--- src/rtl/pidw_pkg.sv ---
package pidw_pkg;

  localparam int GAIN_W = 16;
  localparam int LIM_W  = 16;
  localparam int ENC_W  = 15;
  localparam int POS_W  = 16;
  localparam int ERR_W  = POS_W + 1;
  localparam int DIFF_W = ERR_W + 1;
  localparam int FRAC_W = 8;
  localparam int TERM_W = GAIN_W + DIFF_W - FRAC_W;
  localparam int ACC_W  = TERM_W + 2;
  localparam int DRV_W  = LIM_W + 1;
  localparam int CIDX_W = 4;

  typedef enum logic [CIDX_W-1:0] {
    CFG_KP          = 4'd0,
    CFG_KI          = 4'd1,
    CFG_KD          = 4'd2,
    CFG_KF          = 4'd3,
    CFG_MAX_OUTPUT  = 4'd4,
    CFG_INT_LIMIT   = 4'd5,
    CFG_ENCODER_MAX = 4'd6,
    CFG_WRAP_ENABLE = 4'd7
  } cfg_idx_t;

  localparam logic [LIM_W-1:0] MAX_OUTPUT_RST = 16'hFFFF;
  localparam logic [LIM_W-1:0] INT_LIMIT_RST  = 16'hFFFF;
  localparam logic [ENC_W-1:0] ENCODER_MAX_RST = 15'd8191;

endpackage

--- src/rtl/pidw_term.sv ---
module pidw_term (
  input  logic signed [pidw_pkg::GAIN_W-1:0] gain,
  input  logic signed [pidw_pkg::DIFF_W-1:0] operand,
  output logic signed [pidw_pkg::TERM_W-1:0] term
);

  logic signed [pidw_pkg::GAIN_W+pidw_pkg::DIFF_W-1:0] product;

  // Dropping the fraction bits of a two's complement product rounds towards minus infinity.
  assign product = gain * operand;
  assign term    = product[pidw_pkg::GAIN_W+pidw_pkg::DIFF_W-1:pidw_pkg::FRAC_W];

endmodule

--- src/rtl/positional_pid_angle_wrap.sv ---
// Channel  Direction  Beat contents                 Handshake
// in       input      cmd, target, measured         in_valid / in_ready
// out      output     drive                         out_valid / out_ready
// cfg      input      register index, write data    cfg_valid / cfg_ready (always ready)
//
// One beat is accepted per cycle while in_ready is high; each run beat yields one drive beat.
// The error, wrap and differences are formed as the beat is taken, the four gain products in
// the next stage, the integral clamp in the third and the output clamp in the output register.
// A clear beat passes through the first two stages and gives no result.
// Reset (synchronous, rst_n low) empties the pipeline, zeroes the stored state and restores
// the register defaults. Each stage holds while the one after it is full and stalled, so input
// beats are refused only when all four stages are occupied and out_ready is low.
module positional_pid_angle_wrap (
  input  logic                                 clk,
  input  logic                                 rst_n,
  input  logic                                 in_valid,
  output logic                                 in_ready,
  input  logic                                 in_cmd,
  input  logic signed [pidw_pkg::POS_W-1:0]    in_target,
  input  logic signed [pidw_pkg::POS_W-1:0]    in_measured,
  output logic                                 out_valid,
  input  logic                                 out_ready,
  output logic signed [pidw_pkg::DRV_W-1:0]    out_drive,
  input  logic                                 cfg_valid,
  output logic                                 cfg_ready,
  input  logic [pidw_pkg::CIDX_W-1:0]          cfg_index,
  input  logic [pidw_pkg::LIM_W-1:0]           cfg_data
);

  localparam int ERR_W  = pidw_pkg::ERR_W;
  localparam int DIFF_W = pidw_pkg::DIFF_W;
  localparam int TERM_W = pidw_pkg::TERM_W;
  localparam int ACC_W  = pidw_pkg::ACC_W;
  localparam int POS_W  = pidw_pkg::POS_W;
  localparam int LIM_W  = pidw_pkg::LIM_W;
  localparam int ENC_W  = pidw_pkg::ENC_W;
  localparam int DRV_W  = pidw_pkg::DRV_W;

  logic signed [pidw_pkg::GAIN_W-1:0] kp_r, ki_r, kd_r, kf_r;
  logic [LIM_W-1:0]                   max_out_r, int_lim_r;
  logic [ENC_W-1:0]                   enc_max_r;
  logic                               wrap_en_r;

  logic signed [ERR_W-1:0]  prev_err_r;
  logic signed [POS_W-1:0]  prev_tgt_r;
  logic signed [ERR_W-1:0]  isum_r;

  logic                     v1_r, v2_r, v3_r, v4_r;
  logic                     rdy1, rdy2, rdy3, rdy4, take1;

  logic                     cmd1_r;
  logic signed [ERR_W-1:0]  err1_r;
  logic signed [DIFF_W-1:0] derr1_r;
  logic signed [ERR_W-1:0]  dtgt1_r;

  logic                     cmd2_r;
  logic signed [TERM_W-1:0] p2_r, i2_r, d2_r, f2_r;
  logic signed [TERM_W-1:0] p_term, i_term, d_term, f_term;

  logic signed [ACC_W-1:0]  psum3_r;
  logic signed [ERR_W-1:0]  int3_r;
  logic signed [DRV_W-1:0]  drive_r;

  logic signed [ERR_W-1:0]  err_raw, err_wrap, wrap_span, dtgt;
  logic [ERR_W-1:0]         err_mag;
  logic [LIM_W-1:0]         span_u;
  logic                     wrap_hit, err_pos;
  logic signed [DIFF_W-1:0] derr;

  logic signed [TERM_W-1:0] iacc, ilim_s;
  logic signed [ERR_W-1:0]  isum_nxt;
  logic signed [ACC_W-1:0]  psum_nxt, total, olim_s;
  logic signed [DRV_W-1:0]  drive_nxt;

  // Configuration registers.
  assign cfg_ready = 1'b1;

  always_ff @(posedge clk) begin
    if (!rst_n) begin
      kp_r      <= '0;
      ki_r      <= '0;
      kd_r      <= '0;
      kf_r      <= '0;
      max_out_r <= pidw_pkg::MAX_OUTPUT_RST;
      int_lim_r <= pidw_pkg::INT_LIMIT_RST;
      enc_max_r <= pidw_pkg::ENCODER_MAX_RST;
      wrap_en_r <= 1'b0;
    end else if (cfg_valid) begin
      unique case (pidw_pkg::cfg_idx_t'(cfg_index))
        pidw_pkg::CFG_KP:          kp_r      <= $signed(cfg_data);
        pidw_pkg::CFG_KI:          ki_r      <= $signed(cfg_data);
        pidw_pkg::CFG_KD:          kd_r      <= $signed(cfg_data);
        pidw_pkg::CFG_KF:          kf_r      <= $signed(cfg_data);
        pidw_pkg::CFG_MAX_OUTPUT:  max_out_r <= cfg_data;
        pidw_pkg::CFG_INT_LIMIT:   int_lim_r <= cfg_data;
        pidw_pkg::CFG_ENCODER_MAX: enc_max_r <= cfg_data[ENC_W-1:0];
        pidw_pkg::CFG_WRAP_ENABLE: wrap_en_r <= cfg_data[0];
        default: ;
      endcase
    end
  end

  // Pipeline flow control.
  assign rdy4     = !v4_r || out_ready;
  assign rdy3     = !v3_r || rdy4;
  assign rdy2     = !v2_r || rdy3;
  assign rdy1     = !v1_r || rdy2;
  assign in_ready = rdy1;
  assign take1    = in_valid && rdy1;

  // Error with shortest-path wrap, and the differences against the stored state.
  always_comb begin
    err_raw   = $signed({in_target[POS_W-1], in_target}) -
                $signed({in_measured[POS_W-1], in_measured});
    err_mag   = err_raw[ERR_W-1] ? ERR_W'(-err_raw) : ERR_W'(err_raw);
    wrap_hit  = wrap_en_r && ({err_mag, 1'b0} > {3'b000, enc_max_r});
    span_u    = {1'b0, enc_max_r} + LIM_W'(1);
    wrap_span = $signed({1'b0, span_u});
    err_pos   = !err_raw[ERR_W-1] && (err_raw != '0);
    if (!wrap_hit) begin
      err_wrap = err_raw;
    end else if (err_pos) begin
      err_wrap = err_raw - wrap_span;
    end else begin
      err_wrap = err_raw + wrap_span;
    end
    derr = $signed({err_wrap[ERR_W-1], err_wrap}) -
           $signed({prev_err_r[ERR_W-1], prev_err_r});
    dtgt = $signed({in_target[POS_W-1], in_target}) -
           $signed({prev_tgt_r[POS_W-1], prev_tgt_r});
  end

  always_ff @(posedge clk) begin
    if (!rst_n) begin
      prev_err_r <= '0;
      prev_tgt_r <= '0;
    end else if (take1) begin
      if (in_cmd) begin
        prev_err_r <= '0;
      end else begin
        prev_err_r <= err_wrap;
        prev_tgt_r <= in_target;
      end
    end
  end

  always_ff @(posedge clk) begin
    if (!rst_n) begin
      v1_r <= 1'b0;
    end else if (rdy1) begin
      v1_r <= in_valid;
    end
  end

  always_ff @(posedge clk) begin
    if (take1) begin
      cmd1_r  <= in_cmd;
      err1_r  <= err_wrap;
      derr1_r <= derr;
      dtgt1_r <= dtgt;
    end
  end

  // Gain products.
  pidw_term u_term_p (
    .gain    (kp_r),
    .operand ($signed({err1_r[ERR_W-1], err1_r})),
    .term    (p_term)
  );

  pidw_term u_term_i (
    .gain    (ki_r),
    .operand ($signed({err1_r[ERR_W-1], err1_r})),
    .term    (i_term)
  );

  pidw_term u_term_d (
    .gain    (kd_r),
    .operand (derr1_r),
    .term    (d_term)
  );

  pidw_term u_term_f (
    .gain    (kf_r),
    .operand ($signed({dtgt1_r[ERR_W-1], dtgt1_r})),
    .term    (f_term)
  );

  always_ff @(posedge clk) begin
    if (!rst_n) begin
      v2_r <= 1'b0;
    end else if (rdy2) begin
      v2_r <= v1_r;
    end
  end

  always_ff @(posedge clk) begin
    if (rdy2 && v1_r) begin
      cmd2_r <= cmd1_r;
      p2_r   <= p_term;
      i2_r   <= i_term;
      d2_r   <= d_term;
      f2_r   <= f_term;
    end
  end

  // Integral accumulation with clamp, and the sum of the other three terms.
  always_comb begin
    ilim_s = $signed({{(TERM_W-LIM_W){1'b0}}, int_lim_r});
    iacc   = $signed({{(TERM_W-ERR_W){isum_r[ERR_W-1]}}, isum_r}) + i2_r;
    if (iacc > ilim_s) begin
      isum_nxt = $signed({1'b0, int_lim_r});
    end else if (iacc < -ilim_s) begin
      isum_nxt = ERR_W'(-ilim_s);
    end else begin
      isum_nxt = iacc[ERR_W-1:0];
    end
    psum_nxt = $signed({{(ACC_W-TERM_W){p2_r[TERM_W-1]}}, p2_r}) +
               $signed({{(ACC_W-TERM_W){d2_r[TERM_W-1]}}, d2_r}) +
               $signed({{(ACC_W-TERM_W){f2_r[TERM_W-1]}}, f2_r});
  end

  always_ff @(posedge clk) begin
    if (!rst_n) begin
      isum_r <= '0;
      v3_r   <= 1'b0;
    end else if (rdy3) begin
      v3_r <= v2_r && !cmd2_r;
      if (v2_r) begin
        isum_r <= cmd2_r ? '0 : isum_nxt;
      end
    end
  end

  always_ff @(posedge clk) begin
    if (rdy3 && v2_r) begin
      psum3_r <= psum_nxt;
      int3_r  <= isum_nxt;
    end
  end

  // Output saturation.
  always_comb begin
    olim_s = $signed({{(ACC_W-LIM_W){1'b0}}, max_out_r});
    total  = psum3_r + $signed({{(ACC_W-ERR_W){int3_r[ERR_W-1]}}, int3_r});
    if (total > olim_s) begin
      drive_nxt = $signed({1'b0, max_out_r});
    end else if (total < -olim_s) begin
      drive_nxt = DRV_W'(-olim_s);
    end else begin
      drive_nxt = total[DRV_W-1:0];
    end
  end

  always_ff @(posedge clk) begin
    if (!rst_n) begin
      v4_r <= 1'b0;
    end else if (rdy4) begin
      v4_r <= v3_r;
    end
  end

  always_ff @(posedge clk) begin
    if (rdy4 && v3_r) begin
      drive_r <= drive_nxt;
    end
  end

  assign out_valid = v4_r;
  assign out_drive = drive_r;

  // Input beats are refused only when every stage is occupied.
  a_refuse_only_full: assert property (@(posedge clk) disable iff (!rst_n)
    !in_ready |-> (v1_r && v2_r && v3_r && v4_r))
    else $error("input refused while the pipeline has a free stage");

  // A clear beat zeroes the stored error as it is taken.
  a_clear_error: assert property (@(posedge clk) disable iff (!rst_n)
    (take1 && in_cmd) |=> (prev_err_r == '0))
    else $error("stored error not zeroed by a clear beat");

  // A clear beat zeroes the integral as it leaves the product stage.
  a_clear_integral: assert property (@(posedge clk) disable iff (!rst_n)
    (v2_r && cmd2_r && rdy3) |=> (isum_r == '0 && !v3_r))
    else $error("clear beat did not zero the integral or reached the output");

  // A result appears only behind an item in the integral stage.
  a_result_source: assert property (@(posedge clk) disable iff (!rst_n)
    $rose(out_valid) |-> $past(v3_r))
    else $error("result appeared without an item behind it");

endmodule
--- config.mk ---
export PLATFORM = sky130hd
export DESIGN_NAME = positional_pid_angle_wrap
export DESIGN_NICKNAME = d
export VERILOG_FILES = /design/src/rtl/pidw_pkg.sv /design/src/rtl/pidw_term.sv /design/src/rtl/positional_pid_angle_wrap.sv
export SDC_FILE = /design/constraint.sdc
export NUM_CORES = 2
export LEC_CHECK = 0
export BUFFER_PORTS_ARGS = -buffer_cell sky130_fd_sc_hd__buf_4
export CORE_MARGIN = 2
export CORE_UTILIZATION = 55
export DETAILED_ROUTE_END_ITERATION = 8
export GPL_TIMING_DRIVEN = 0
export PLACE_DENSITY = 0.77
export SYNTH_ARGS = -nofsm -noshare
export SYNTH_HDL_FRONTEND = slang
export SYNTH_SLANG_ARGS = --single-unit
export TNS_END_PERCENT = 30
--- constraint.sdc ---
create_clock -name clk -period 10.2 [get_ports clk]
set_input_delay 0.51 -clock clk [delete_from_list [all_inputs] [get_ports clk]]
set_output_delay 0.51 -clock clk [all_outputs]
set_load 0.02 [all_outputs]
==> results_tabular.tex <==
\begin{tabular}{lr}
\hline
Metric & Value \\
\hline
\multicolumn{2}{l}{\textbf{Setup path}} \\
\quad Critical path's largest stage delay & 0.74 ns \\
\quad CP Data Required Time & 10.60 ns \\
\quad Critical R2R Launch & kd\_r[4] \\
\quad End point of the critical path & derr1\_r[17] \\
\quad Worst R2R End & d2\_r[25] \\
\quad Startpoint of the most critical setup path & in\_target[0] \\
\quad Arrival time reported for the critical path endpoint & 9.39 ns \\
\quad Endpoint class of the critical path & register \\
\quad Register-to-Register Setup Slack & 1.42 ns \\
\quad Reg2Reg Depth & 25 \\
\quad Setup crit start kind & primary input \\
\quad Worst-path maximum fanout & 10 \\
\quad Most frequent CP cell & o21ai\_0 \\
\quad Critical path type & in2reg \\
\quad Cell type of the slowest stage on the worst timing path & o21ai\_0 \\
\multicolumn{2}{l}{\textbf{Logic synthesis}} \\
\quad Net count after synthesis & 8,636 \\
\quad Synth Flop Type & edfxtp\_1 \\
\quad EDFF count, synth & 217 \\
\quad Flip-flop and latch count after synthesis & 383 \\
\quad Syn\_area\_per\_cell & 9.35 um2 \\
\quad Count of distinct cell types in the synthesized netlist & 96 \\
\quad Sequential share of the synthesized area & 15.3\% \\
\quad YS warnings & 0 \\
\quad Post-synth design cell area & 0.0641 mm2 \\
\quad Syn Inst Count & 6,861 \\
\quad Ys async rst share & 0\% \\
\multicolumn{2}{l}{\textbf{Timing}} \\
\quad Largest clock skew in the final design & 0.0373 ns \\
\quad Sum of negative setup slack & 0 ns \\
\quad Count of final setup violators & 0 \\
\quad Hold violation count in the final report & 0 \\
\quad Final period util & 88.1\% \\
\quad Relative max-transition margin & -0.0526\% \\
\quad Minimum clock period after layout & 8.99 ns \\
\quad Pins Over Slew Limit & 1 \\
\quad RSZ-0062 raised after global routing & false \\
\quad Peak clock frequency supported by timing & 111 MHz \\
\quad Least-Margin Pin Slew & 1.50 ns \\
\multicolumn{2}{l}{\textbf{Status}} \\
\quad Status & finished with violations \\
\quad Violated checks & max-capacitance violations, max-slew violations \\
\multicolumn{2}{l}{\textbf{Clock network}} \\
\quad Source-to-sink clock delay at the later pin of the worst-skew pair & 0.63 ns \\
\quad CTS buffer count & 45 \\
\quad H-Tree Level Count & 2 \\
\quad Number of resized instances in the post-cts repair step & 0 \\
\quad Count of hold buffers inserted by post-cts repair & 0 \\
\quad TritonCTS sink count & 383 \\
\quad Post-CTS Setup Inserts & 0 \\
\quad Root Buffer Master & clkbuf\_16 \\
\quad Maximum buffer depth of the clock tree & 3 \\
\quad CTS tree & done \\
\quad Clock slew seen by the registers of the worst setup and hold paths & 0.06 ns \\
\multicolumn{2}{l}{\textbf{Final layout}} \\
\quad Filler cell count & 9,907 \\
\quad Fraction of final layout cells sized beyond drive strength 1 & 3.01\% \\
\quad Count of nets after finishing & 8,759 \\
\quad Final design instance area without fill & 0.0682 mm2 \\
\quad Growth of design area from synthesis to finish & 6.38\% \\
\multicolumn{2}{l}{\textbf{Global routing}} \\
\quad Overall routing resource usage & 30.5\% \\
\quad Largest net degree at the start of global routing & 47 \\
\quad Number of antenna violations at the first check in global routing & 11 \\
\quad Leftover overflow at the end of global routing & 0 \\
\quad Wire length of the first global-routing pass & 283,000 um \\
\quad Number of global-route vias before repair & 50,495 \\
\multicolumn{2}{l}{\textbf{Routing}} \\
\quad Number of nets with antenna violations after detailed routing & 0 \\
\quad First-pass iteration count of the detailed router & 6 \\
\quad Post-detailed-route wirelength per cell & 20.8 um \\
\quad Vias & 48,579 \\
\quad Mean number of vias per cell & 5.68 \\
\quad Total wire length & 178,000 um \\
\quad DRC marker count from the first detailed-route iteration & 4,173 \\
\quad Final routed DRC violation total & 0 \\
\multicolumn{2}{l}{\textbf{Die}} \\
\quad Starting density of the core & 55.4\% \\
\quad Die X-Extent & 346 um \\
\quad Placement row count & 125 \\
\quad Die extent in y & 346 um \\
\quad Core Region & 0.116 mm2 \\
\quad Die area & 0.119 mm2 \\
\quad Number of top-level pins & 78 \\
\multicolumn{2}{l}{\textbf{Power}} \\
\quad Switching Share & 39.5\% \\
\quad Power share of the sequential group & 33.3\% \\
\quad Power per unit of standard cell area & 86.6 mW/mm2 \\
\quad Static leakage power & 29.6 nW \\
\quad Net switching component of the power & 2.34 mW \\
\quad Internal & 3.57 mW \\
\quad Portion of total power attributed to the clock network & 28.5\% \\
\quad VDD IR max & 0.000108 V \\
\quad Combinational share of power & 38.2\% \\
\multicolumn{2}{l}{\textbf{Placement}} \\
\quad Detailed placement HPWL & 147,000 um \\
\quad Cell area after placement & 0.0667 mm2 \\
\quad Global placement routability congestion & 0.971 \\
\quad Number of buffers inserted by port buffering & 72 \\
\multicolumn{2}{l}{\textbf{Run}} \\
\quad Total of max-cap violations & 1 \\
\multicolumn{2}{l}{\textbf{Min path}} \\
\quad Path class of the lowest-slack min-delay path & in2reg \\
\hline
\end{tabular}
==> layout by cell type (no fill, tap or decap), drive strengths merged, types with 74 or more instances in the layout <==
cell / netlist / final
nand2: 866 / 866
and2: 444 / 444
buf: 14 / 90
o21ai: 144 / 144
ha: 570 / 570
inv: 1378 / 1384
nand2b: 103 / 103
dfxtp: 166 / 166
edfxtp: 217 / 217
clkbuf: 244 / 297
a21o: 74 / 74
nor2: 256 / 256
nor2b: 104 / 104
xnor2: 216 / 216
fa: 1147 / 1147
a21oi: 152 / 152
nor3: 79 / 79
a21boi: 81 / 81
==> synthesized netlist by cell type (17+ instances only) <==
cell type	n	share of area, %
a21oi_1	152	1.2
inv_1	1376	8.1
xor2_1	55	0.75
o21bai_1	18	0.21
nand4_1	32	0.31
o211ai_1	56	0.66
nor2_1	256	1.5
xnor2_1	214	2.9
mux2i_1	63	0.98
nor3_1	79	0.62
ha_1	570	11
nand2b_1	103	1.0
fa_1	1147	36
a31oi_1	17	0.17
a21boi_0	79	0.92
o21ai_0	138	1.1
nor2b_1	104	1.0
o21a_1	60	0.70
nand3_1	47	0.37
a21o_1	74	0.87
edfxtp_1	217	10
and3_1	27	0.26
o31ai_1	17	0.20
and2_1	443	4.3
nand2_1	866	5.1
clkbuf_1	244	1.4
dfxtp_1	166	5.2
==> how the worst min path moves through the flow <==
stage / to / start / slack (ns) / depth (start not counted)
6_report: cmd1_r / in_cmd / 0.16 / 1
4_1_cts: cmd1_r / in_cmd / 0.14 / 1
3_5_place_dp: cmd2_r / cmd1_r / 0.43 / 0
3_3_place_gp: cmd2_r / cmd1_r / 0.41 / 0
2_1_floorplan: cmd2_r / cmd1_r / 0.40 / 0
5_1_grt: cmd1_r / in_cmd / 0.14 / 1
==> cell families (layout without fill, tap and decap cells) <==
logic type | after synthesis | after routing | share of synthesized area (%)
buf+inv | 1636 | 1796 | 9.59
mux | 75 | 75 | 1.19
fa+ha+maj | 1718 | 1718 | 46.9
simple gates | 2027 | 2027 | 15.3
compound gates | 749 | 749 | 7.91
xor+xnor | 272 | 272 | 3.75
flops | 383 | 383 | 15.3
other cells | 1 | 11 | 0.00585
==> critical path, delay by kind of cell <==
kind	cells	cell delay [ns]
xor+xnor	1	0.14
simple gates	4	0.51
buf+inv	4	0.95
compound gates	27	5.92
fa+ha+maj	4	1.33
==> power groups by stage <==
stage / logic [mW] / clock network (mW) / registers (mW)
finish: 2.26 / 1.68 / 1.97
global route: 2.48 / 1.75 / 1.97
CTS: 2.22 / 1.69 / 1.96
detailed placement: 2.20 / 0 / 1.99
global placement: 2.14 / 0 / 1.99
floorplan: 1.52 / 0 / 1.89
==> through the flow <==
step	cells	power, mW	util, %	setup WS [ns]	hold WS (ns)
floorplan	6861	3.40	-	2.55	0.400
global placement	8457	4.14	57.5	0.735	0.411
detailed placement	8461	4.19	57.5	0.702	0.425
CTS	8545	5.87	58.9	1.30	0.137
global route	8545	6.20	58.9	0.469	0.139
finish	8555	5.91	58.9	1.21	0.157
==> cell type report <==
class / count / area (um2) / area share (%)
antenna: 10 / 25.0 / 0.0367
buffer: 258 / 980 / 1.44
clock buffer: 53 / 1210 / 1.77
clock inverter: 31 / 317 / 0.464
inverter: 1378 / 5170 / 7.58
multi-input combinational: 4842 / 48200 / 70.6
sequential: 383 / 9840 / 14.4
tap: 1524 / 1910 / 2.79
timing repair buffer: 76 / 621 / 0.909
==> layer usage <==
metal | vias to the layer above | track usage, % | wire length [um]
li1 | 21583 | - | -
met1 | 24456 | 40.8 | 70500
met2 | 2124 | 49.4 | 82400
met3 | 412 | 5.06 | 16100
met4 | 4 | 13.0 | 8670
met5 | - | 0 | 38
==> state kept, by name, summed over array words and instances, names as in the netlist, 17 cells and up <==
| register | count |
|---|---|
| d2_r | 26 |
| derr1_r | 18 |
| dtgt1_r | 17 |
| err1_r | 17 |
| f2_r | 25 |
| i2_r | 25 |
| int3_r | 17 |
| isum_r | 17 |
| out_drive | 17 |
| p2_r | 25 |
| prev_err_r | 17 |
| psum3_r | 28 |
(Power assumes the default switching activity.)
